File: config.mk
export PLATFORM = sky130hd
export DESIGN_NAME = pwm_input_capture_measure
export DESIGN_NICKNAME = d
export VERILOG_FILES = /design/src/rtl/pimc_pkg.sv /design/src/rtl/pimc_front.sv /design/src/rtl/pimc_fifo.sv /design/src/rtl/pimc_back.sv /design/src/rtl/pwm_input_capture_measure.sv
export VERILOG_INCLUDE_DIRS = /design/src /design/src/rtl
export SDC_FILE = /design/constraint.sdc
export NUM_CORES = 1
export LEC_CHECK = 0
export ABC_AREA = 1
export BUFFER_PORTS_ARGS = -buffer_cell sky130_fd_sc_hd__buf_4
export CORE_MARGIN = 2
export CORE_UTILIZATION = 60
export CTS_CLUSTER_SIZE = 24
export DETAILED_ROUTE_END_ITERATION = 8
export PLACE_DENSITY = 0.89
export SLEW_MARGIN = 20
export SYNTH_ARGS = -nofsm -noshare
export SYNTH_HDL_FRONTEND = slang
export SYNTH_SLANG_ARGS = --single-unit
File: constraint.sdc
create_clock -name clk_i -period 4.8 [get_ports clk_i]
set_input_delay 0.24 -clock clk_i [delete_from_list [all_inputs] [get_ports clk_i]]
set_output_delay 0.24 -clock clk_i [all_outputs]
set_load 0.005 [all_outputs]
File: src/rtl/assert_macros.svh
// Assertion helpers, sampled on clk_i and switched off while rst_ni is low.
`ifndef ASSERT_MACROS_SVH
`define ASSERT_MACROS_SVH

// Property holds at every edge.
`define PIMC_ASSERT(lbl, prop, msg) \
  lbl: assert property (@(posedge clk_i) disable iff (!rst_ni) (prop)) else $error(msg);

// Antecedent implies consequent in the same cycle.
`define PIMC_ASSERT_IMP(lbl, ante, cons, msg) \
  lbl: assert property (@(posedge clk_i) disable iff (!rst_ni) (ante) |-> (cons)) else $error(msg);

// Antecedent implies consequent in the following cycle.
`define PIMC_ASSERT_NEXT(lbl, ante, cons, msg) \
  lbl: assert property (@(posedge clk_i) disable iff (!rst_ni) (ante) |=> (cons)) else $error(msg);

`endif

File: src/rtl/pimc_pkg.sv
package pimc_pkg;

  localparam int COUNT_BITS = 16;
  localparam int CLK_W      = 27;
  localparam int PER_W      = 16;
  localparam int FREQ_W     = 26;
  localparam int DUTY_W     = 15;
  localparam int SCALE_W    = 15;
  localparam int DIV_BITS   = (COUNT_BITS + SCALE_W > CLK_W) ? COUNT_BITS + SCALE_W : CLK_W;
  localparam int STEP_W     = $clog2(DIV_BITS);
  localparam int FIFO_DEPTH = 2;
  localparam int FIFO_AW    = $clog2(FIFO_DEPTH);
  localparam int OUT_DATA_W = 64;

  localparam logic [CLK_W-1:0]   CLOCK_RESET = CLK_W'(8000000);
  localparam logic [SCALE_W-1:0] DUTY_SCALE  = SCALE_W'(25600);
  localparam logic [FREQ_W-1:0]  FREQ_MAX    = {FREQ_W{1'b1}};

  typedef struct packed {
    logic [COUNT_BITS-1:0] rise1;
    logic [COUNT_BITS-1:0] fall;
    logic [COUNT_BITS-1:0] rise2;
  } capt_t;

endpackage

File: src/rtl/pimc_front.sv
module pimc_front
  import pimc_pkg::*;
(
  input  logic  clk_i,
  input  logic  rst_ni,
  input  logic  in_valid_i,
  output logic  in_ready_o,
  input  logic  func_i,
  input  logic  level_i,
  output logic  push_o,
  output capt_t capt_o,
  input  logic  full_i
);

  `include "assert_macros.svh"

  typedef enum logic [3:0] {
    ST_IDLE    = 4'b0001,
    ST_WAIT_R1 = 4'b0010,
    ST_WAIT_F  = 4'b0100,
    ST_WAIT_R2 = 4'b1000
  } stage_e;

  stage_e                stage_q, stage_d;
  logic [COUNT_BITS-1:0] cnt_q, cnt_d;
  logic                  prev_q, prev_d;
  logic [COUNT_BITS-1:0] rise1_q, rise1_d;
  logic [COUNT_BITS-1:0] fall_q, fall_d;
  logic                  accept, rise, fall;

  assign in_ready_o = !full_i;
  assign accept     = in_valid_i && in_ready_o;
  assign rise       = !prev_q && level_i;
  assign fall       = prev_q && !level_i;

  assign capt_o.rise1 = rise1_q;
  assign capt_o.fall  = fall_q;
  assign capt_o.rise2 = cnt_q;

  always_comb begin
    stage_d = stage_q;
    cnt_d   = cnt_q;
    prev_d  = prev_q;
    rise1_d = rise1_q;
    fall_d  = fall_q;
    push_o  = 1'b0;
    if (accept) begin
      if (func_i) begin
        cnt_d   = '0;
        stage_d = ST_WAIT_R1;
      end else begin
        prev_d = level_i;
        unique case (stage_q)
          ST_IDLE: begin
          end
          ST_WAIT_R1: begin
            if (rise) begin
              rise1_d = cnt_q;
              stage_d = ST_WAIT_F;
            end
          end
          ST_WAIT_F: begin
            if (fall) begin
              fall_d  = cnt_q;
              stage_d = ST_WAIT_R2;
            end
          end
          ST_WAIT_R2: begin
            if (rise) begin
              push_o  = 1'b1;
              stage_d = ST_IDLE;
            end
          end
          default: stage_d = ST_IDLE;
        endcase
        if (stage_d != ST_IDLE) begin
          cnt_d = cnt_q + COUNT_BITS'(1);
        end
      end
    end
  end

  always_ff @(posedge clk_i or negedge rst_ni) begin
    if (!rst_ni) begin
      stage_q <= ST_IDLE;
      cnt_q   <= '0;
      prev_q  <= 1'b1;
    end else begin
      stage_q <= stage_d;
      cnt_q   <= cnt_d;
      prev_q  <= prev_d;
    end
  end

  always_ff @(posedge clk_i) begin
    rise1_q <= rise1_d;
    fall_q  <= fall_d;
  end

  `PIMC_ASSERT_NEXT(a_front_push_idle, push_o, stage_q == ST_IDLE, "capture did not stop")
  `PIMC_ASSERT_IMP(a_front_push_room, push_o, !full_i, "capture pushed into full queue")
  `PIMC_ASSERT_NEXT(a_front_idle_hold, stage_q == ST_IDLE && !(accept && func_i),
                    $stable(cnt_q), "counter ran while idle")

endmodule

File: src/rtl/pimc_fifo.sv
module pimc_fifo
  import pimc_pkg::*;
(
  input  logic  clk_i,
  input  logic  rst_ni,
  input  logic  push_i,
  input  capt_t wdata_i,
  output logic  full_o,
  input  logic  pop_i,
  output capt_t rdata_o,
  output logic  empty_o
);

  `include "assert_macros.svh"

  capt_t                   mem_q [FIFO_DEPTH];
  logic [FIFO_AW-1:0]      wptr_q, rptr_q;
  logic [FIFO_AW:0]        cnt_q;

  assign full_o  = (cnt_q == (FIFO_AW+1)'(FIFO_DEPTH));
  assign empty_o = (cnt_q == '0);
  assign rdata_o = mem_q[rptr_q];

  always_ff @(posedge clk_i or negedge rst_ni) begin
    if (!rst_ni) begin
      wptr_q <= '0;
      rptr_q <= '0;
      cnt_q  <= '0;
    end else begin
      if (push_i) begin
        wptr_q <= (wptr_q == FIFO_AW'(FIFO_DEPTH-1)) ? '0 : wptr_q + FIFO_AW'(1);
      end
      if (pop_i) begin
        rptr_q <= (rptr_q == FIFO_AW'(FIFO_DEPTH-1)) ? '0 : rptr_q + FIFO_AW'(1);
      end
      if (push_i && !pop_i) begin
        cnt_q <= cnt_q + (FIFO_AW+1)'(1);
      end else if (pop_i && !push_i) begin
        cnt_q <= cnt_q - (FIFO_AW+1)'(1);
      end
    end
  end

  always_ff @(posedge clk_i) begin
    if (push_i) begin
      mem_q[wptr_q] <= wdata_i;
    end
  end

  `PIMC_ASSERT(a_fifo_bound, cnt_q <= (FIFO_AW+1)'(FIFO_DEPTH), "queue count overrun")
  `PIMC_ASSERT_IMP(a_fifo_pop_nonempty, pop_i, !empty_o, "pop from empty queue")

endmodule

File: src/rtl/pimc_back.sv
module pimc_back
  import pimc_pkg::*;
(
  input  logic                  clk_i,
  input  logic                  rst_ni,
  input  logic                  cfg_valid_i,
  output logic                  cfg_ready_o,
  input  logic [CLK_W-1:0]      cfg_data_i,
  input  logic                  empty_i,
  input  capt_t                 capt_i,
  output logic                  pop_o,
  output logic                  out_valid_o,
  input  logic                  out_ready_i,
  output logic                  valid_res_o,
  output logic [OUT_DATA_W-1:0] out_data_o
);

  `include "assert_macros.svh"

  typedef enum logic [3:0] {
    BK_IDLE = 4'b0001,
    BK_LOAD = 4'b0010,
    BK_DIV  = 4'b0100,
    BK_OUT  = 4'b1000
  } back_e;

  back_e                 state_q, state_d;
  logic [CLK_W-1:0]      clk_hz_q;
  logic [STEP_W-1:0]     step_q, step_d;
  logic                  ok_q;
  logic [COUNT_BITS-1:0] per_q, high_q;
  logic [DIV_BITS-1:0]   f_quo_q, f_quo_d, d_quo_q, d_quo_d;
  logic [COUNT_BITS-1:0] f_rem_q, f_rem_d, d_rem_q, d_rem_d;
  logic [COUNT_BITS:0]   f_cat, f_trial, d_cat, d_trial;
  logic [FREQ_W-1:0]     freq;
  logic                  ok_in;

  assign cfg_ready_o = 1'b1;
  assign pop_o       = (state_q == BK_IDLE) && !empty_i;
  assign out_valid_o = (state_q == BK_OUT);
  assign ok_in       = (capt_i.rise1 < capt_i.fall) && (capt_i.fall < capt_i.rise2);

  assign f_cat   = {f_rem_q, f_quo_q[DIV_BITS-1]};
  assign f_trial = f_cat - {1'b0, per_q};
  assign d_cat   = {d_rem_q, d_quo_q[DIV_BITS-1]};
  assign d_trial = d_cat - {1'b0, per_q};

  always_comb begin
    state_d = state_q;
    step_d  = step_q;
    f_quo_d = f_quo_q;
    f_rem_d = f_rem_q;
    d_quo_d = d_quo_q;
    d_rem_d = d_rem_q;
    unique case (state_q)
      BK_IDLE: begin
        if (!empty_i) begin
          state_d = BK_LOAD;
        end
      end
      BK_LOAD: begin
        f_quo_d = DIV_BITS'(clk_hz_q);
        d_quo_d = DIV_BITS'({{(DIV_BITS-COUNT_BITS){1'b0}}, high_q} * DIV_BITS'(DUTY_SCALE));
        f_rem_d = '0;
        d_rem_d = '0;
        step_d  = STEP_W'(DIV_BITS-1);
        state_d = BK_DIV;
      end
      BK_DIV: begin
        if (!f_trial[COUNT_BITS]) begin
          f_rem_d = f_trial[COUNT_BITS-1:0];
          f_quo_d = {f_quo_q[DIV_BITS-2:0], 1'b1};
        end else begin
          f_rem_d = f_cat[COUNT_BITS-1:0];
          f_quo_d = {f_quo_q[DIV_BITS-2:0], 1'b0};
        end
        if (!d_trial[COUNT_BITS]) begin
          d_rem_d = d_trial[COUNT_BITS-1:0];
          d_quo_d = {d_quo_q[DIV_BITS-2:0], 1'b1};
        end else begin
          d_rem_d = d_cat[COUNT_BITS-1:0];
          d_quo_d = {d_quo_q[DIV_BITS-2:0], 1'b0};
        end
        step_d = step_q - STEP_W'(1);
        if (step_q == '0) begin
          state_d = BK_OUT;
        end
      end
      BK_OUT: begin
        if (out_ready_i) begin
          state_d = BK_IDLE;
        end
      end
      default: state_d = BK_IDLE;
    endcase
  end

  always_ff @(posedge clk_i or negedge rst_ni) begin
    if (!rst_ni) begin
      state_q  <= BK_IDLE;
      step_q   <= '0;
      clk_hz_q <= CLOCK_RESET;
    end else begin
      state_q <= state_d;
      step_q  <= step_d;
      if (cfg_valid_i) begin
        clk_hz_q <= cfg_data_i;
      end
    end
  end

  always_ff @(posedge clk_i) begin
    f_quo_q <= f_quo_d;
    f_rem_q <= f_rem_d;
    d_quo_q <= d_quo_d;
    d_rem_q <= d_rem_d;
    if (pop_o) begin
      ok_q   <= ok_in;
      per_q  <= capt_i.rise2 - capt_i.rise1;
      high_q <= capt_i.fall - capt_i.rise1;
    end
  end

  assign freq = (f_quo_q > DIV_BITS'(FREQ_MAX)) ? FREQ_MAX : f_quo_q[FREQ_W-1:0];

  assign valid_res_o = ok_q;
  assign out_data_o  = ok_q ?
      OUT_DATA_W'({d_quo_q[DUTY_W-1:0], freq, PER_W'(per_q)}) : '0;

  `PIMC_ASSERT_NEXT(a_back_load, state_q == BK_LOAD,
                    state_q == BK_DIV && step_q == STEP_W'(DIV_BITS-1), "divider load")

endmodule

File: src/rtl/pwm_input_capture_measure.sv
// PWM input capture: measures period, frequency and duty of a sampled pin.
// s_axis: one beat per tick. tuser = func (1 starts a measurement, clears
//   the counter and arms capture; 0 is a tick), tdata[0] = pin level.
// cfg: write cfg_data_i (counter tick rate in Hz) with cfg_valid_i; always
//   ready. Write only while no measurement result is outstanding.
// m_axis: one beat per completed capture sequence. tuser = valid_res,
//   tdata = period[15:0], frequency[41:16], duty Q8 percent[56:42].
// Input accepts one beat per cycle unless the queue is full; capture runs in the
//   front end; the three capture values pass via a two-entry queue to the back end.
// The beat holding the second rising edge pushes the capture into the queue;
//   the back end pops it, loads operands and runs 31-step shared-counter dividers.
// The back end works on one result at a time and pops only while idle;
//   s_axis_tready drops only while the queue is full, which needs back-to-back short measurements
//   or a stalled m_axis.
// A stalled m_axis holds the result; the front end keeps sampling until the
//   queue fills.
// Reset: idle, counter 0, previous level 1, tick rate 8000000 Hz.
module pwm_input_capture_measure
  import pimc_pkg::*;
(
  input  logic                  clk_i,
  input  logic                  rst_ni,
  input  logic                  cfg_valid_i,
  output logic                  cfg_ready_o,
  input  logic [CLK_W-1:0]      cfg_data_i,
  input  logic                  s_axis_tvalid,
  output logic                  s_axis_tready,
  input  logic [7:0]            s_axis_tdata,  // [0] signal_level
  input  logic                  s_axis_tuser,  // [0] func
  output logic                  m_axis_tvalid,
  input  logic                  m_axis_tready,
  output logic [OUT_DATA_W-1:0] m_axis_tdata,  // period_ticks, frequency_hz, duty_q8
  output logic                  m_axis_tuser   // [0] valid_res
);

  logic  push, full, pop, empty;
  capt_t capt_w, capt_r;

  pimc_front u_front (
    .clk_i      (clk_i),
    .rst_ni     (rst_ni),
    .in_valid_i (s_axis_tvalid),
    .in_ready_o (s_axis_tready),
    .func_i     (s_axis_tuser),
    .level_i    (s_axis_tdata[0]),
    .push_o     (push),
    .capt_o     (capt_w),
    .full_i     (full)
  );

  pimc_fifo u_fifo (
    .clk_i   (clk_i),
    .rst_ni  (rst_ni),
    .push_i  (push),
    .wdata_i (capt_w),
    .full_o  (full),
    .pop_i   (pop),
    .rdata_o (capt_r),
    .empty_o (empty)
  );

  pimc_back u_back (
    .clk_i       (clk_i),
    .rst_ni      (rst_ni),
    .cfg_valid_i (cfg_valid_i),
    .cfg_ready_o (cfg_ready_o),
    .cfg_data_i  (cfg_data_i),
    .empty_i     (empty),
    .capt_i      (capt_r),
    .pop_o       (pop),
    .out_valid_o (m_axis_tvalid),
    .out_ready_i (m_axis_tready),
    .valid_res_o (m_axis_tuser),
    .out_data_o  (m_axis_tdata)
  );

endmodule

==> results.txt <==
Crit path required time = 5.08 ns
Mapped Area = 18700 um^2
WP buf/inv = 2
Num CTS Buffers = 34
Critical path's top delay family = compound AO/OA/AOI/OAI gates
Die area = 32600 um^2
Type of the worst setup path = register to register
FFs w/ async S/R, synth = 19.3%
Wire length per cell = 17.4 um
Max Cap Viol = 0
Ratio of cells with drive above 1 in the final layout = 12.1%
Area of the multi-input gates = 7960 um^2
Clock sinks = 316
RSZ-0062 raised after global routing = false
Gr ovfl total = 0
Setup TNS = 0 ns
Post-CTS Setup Bufs = 0
Clock Latency Late Sink = 0.55 ns
Row cnt = 64
Core area = 30700 um^2
Starting DRT DRC Count = 1238
DP HPWL = 30500 um
Initial antenna violation count = 1
PortBufs = 93
Pin count of the biggest net entering global routing = 87
GRT Overall Usage = 27.8%
# hold bufs at CTS = 30
Final hold violations = 0
CP startpoint kind = register
Final worst-path cycle share = 75.0%
Worst Setup End Kind = register
FF/Latch Area = 9200 um^2
CTS root buffer = clkbuf_16
Highest Clock Rate = 278 MHz
Filler cells = 2071
I/O pin count = 109
CP max stage cell = dfrtp_2
Yosys warning total = 0
Post-Syn Instances = 2073
Biggest area consumer among synthesized cells = edfxtp_1
Worst endpoint data arrival time = 3.87 ns
Slew @ Worst Pin = 1.10 ns
Vias in the first global route = 14700
Total Routed Length = 45700 um
Remaining DRCs = 0
Cells along the critical path = buf_4, nand2_1, o21ai_0, inv_1, ha_1, nand3_1, nand2_1, a21oi_1, o21bai_1, nand2_1, nand2_1, nand2_1, nand2_1
Clk buf depth = 3
GPL Wtd Cong = 0.916
Vias = 14800
Rel. slew slack = 26.5%
Post-synth EDFFs = 255
Routed vias/inst = 5.63
Initial DRT Pass Iterations = 6
Fin crit period = 3.60 ns
Nets@finish = 2393
Main synth FF type = edfxtp_1
Clock transition at path regs = 0.07 ns
Die H = 181 um
Synth cell types = 50
Count of final setup violators = 0
H-tree depth = 2
Post-Syn Area per Cell = 9.02 um^2
Setup Skew = 0.0314 ns
Area Overhead vs Synth = 13.4%
Post_cts resized = 0
Max Slew Vio Count = 0
HP Class = input port to register
Global-route wire length before repair = 73300 um
Die Wd = 181 um
Worst Path Max Fanout = 45
Status = complete, no violations
Max incr delay on CP = 0.68 ns
Yosys reg bits = 316
ANT nets after route = 0
Synth top area share = 41.0%
Ranking of synthesized cells by area = edfxtp_1, nand2_1, ha_1
Cell mode on critical path = nand2_1
CTS tree = built
Post-synthesis sequential area ratio = 49.2%
Initial cell density of the core = 60.9%
## worst register-to-register path, delay by kind of cell, from the launching register on
kind            cells  cell delay, ns
buf+inv             2            0.67
simple gates        7            0.67
compound gates      3            0.99
fa+ha+maj           1            0.31
flops               1            0.68
## cell usage after synthesis, drive strengths merged, types with 3 or more instances
cell    instances
nand2         570
inv           355
edfxtp        255
nor2          173
ha            134
a21oi          92
o21ai          87
nand3          79
dfrtp          51
mux2           42
xor2           36
buf            32
nand4          18
nor3           17
nand3b         16
fa             15
mux2i          15
xnor2          15
clkbuf         14
dfstp          10
o21bai          9
or2             7
a21o            5
and2            5
a31oi           3
## placed cells by master, fill, tap and decap left out, drive strengths merged, types with 3 or more instances in the layout
| master | Yosys | layout |
|---|---|---|
| inv | 355 | 357 |
| dlygate4sd3 | 0 | 30 |
| o21ai | 87 | 87 |
| or2 | 7 | 7 |
| nand2 | 570 | 570 |
| a21oi | 92 | 92 |
| mux2 | 42 | 42 |
| clkbuf | 14 | 45 |
| nor2 | 173 | 173 |
| xor2 | 36 | 36 |
| dfrtp | 51 | 51 |
| conb | 2 | 8 |
| and2 | 5 | 5 |
| o21bai | 9 | 9 |
| mux2i | 15 | 15 |
| nand3 | 79 | 79 |
| edfxtp | 255 | 255 |
| clkinvlp | 0 | 3 |
| a31oi | 3 | 3 |
| nor3 | 17 | 17 |
| a21o | 5 | 5 |
| clkinv | 1 | 11 |
| nand4 | 18 | 18 |
| buf | 32 | 104 |
| dfstp | 10 | 10 |
| ha | 134 | 134 |
| fa | 15 | 15 |
| xnor2 | 15 | 15 |
| nand3b | 16 | 16 |
## kinds of logic after synthesis
family	count (synthesis)	synth area share, %
AOI/OAI and AO/OA	207	5.93
DFF	316	49.2
adders and majority gates	149	10.6
buffers and inverters	402	8.57
muxes	57	3.33
xor gates and xnor gates	51	2.39
other	2	0.0402
and+or+nand+nor	889	20.0
## sequential cells by signal (all words and copies together), names as in the netlist
name	flops
u_back.f_quo_q	31
u_back.d_quo_q	31
u_front.prev_q	1
u_fifo.wptr_q	1
u_back.per_q	16
u_back.state_q	4
u_back.valid_res_o	1
u_fifo.cnt_q	2
u_back.step_q	5
u_front.fall_q	16
u_front.stage_q	4
u_back.f_rem_q	16
u_front.rise1_q	16
u_back.clk_hz_q	27
u_front.cnt_q	16
u_back.high_q	16
u_back.d_rem_q	16
u_fifo.rptr_q	1
u_fifo.mem_q	96
## area by class of cell
cell class              count  share of cell area (%)
diodes                      1                  0.0118
inverters                 356                    6.32
multi-input cells        1361                    37.6
well taps                 396                    2.34
clock buffers              45                    4.35
repair buffers            134                    5.10
flip-flops and latches    316                    43.4
clock inverters            17                   0.921
## path summary, 6_finish.rpt
path	cells past startpoint	end	slack, ns	startpoint
max reg2reg	13	u_back.per_q[11]	1.20	u_fifo.rptr_q
min	4	u_front.cnt_q[5]	0.05	s_axis_tuser
max	13	u_back.per_q[11]	1.20	u_fifo.rptr_q
min in group asynchronous	2	u_back.clk_hz_q[11]	0.34	rst_ni
min reg2reg	0	u_fifo.mem_q[1][24]	0.44	u_front.fall_q[8]
max in group asynchronous	2	u_fifo.rptr_q	3.89	rst_ni
## layer usage
metal | part of all wire (%) | global-route usage, % | wire (um) | vias up
met5 | 0 | 0 | 0 | -
met2 | 50 | 48.2 | 22600 | 650
li1 | - | - | - | 6963
met4 | 5.2 | 13.9 | 2360 | 0
met1 | 39 | 33.7 | 18000 | 6994
met3 | 5.9 | 4.32 | 2680 | 171
## per-stage QoR
step / utilization (%) / instance area [um^2] / hold slack, ns / std cells / worst slack, ns
6_report: 69.1 / 21200 / 0.0512 / 2626 / 1.20
5_1_grt: 69.1 / 21200 / 0.0519 / 2626 / 0.983
4_1_cts: 69.1 / 21200 / 0.0269 / 2625 / 1.29
3_5_place_dp: 64.5 / 19800 / 0.384 / 2533 / 1.43
3_3_place_gp: 64.5 / 19800 / 0.378 / 2533 / 1.56
2_1_floorplan: - / 18700 / -0.0556 / 2079 / 1.22
Power is left out: the tool's default activity adds up to more than one toggle a clock period on the data nets, which glitch-free logic cannot reach.
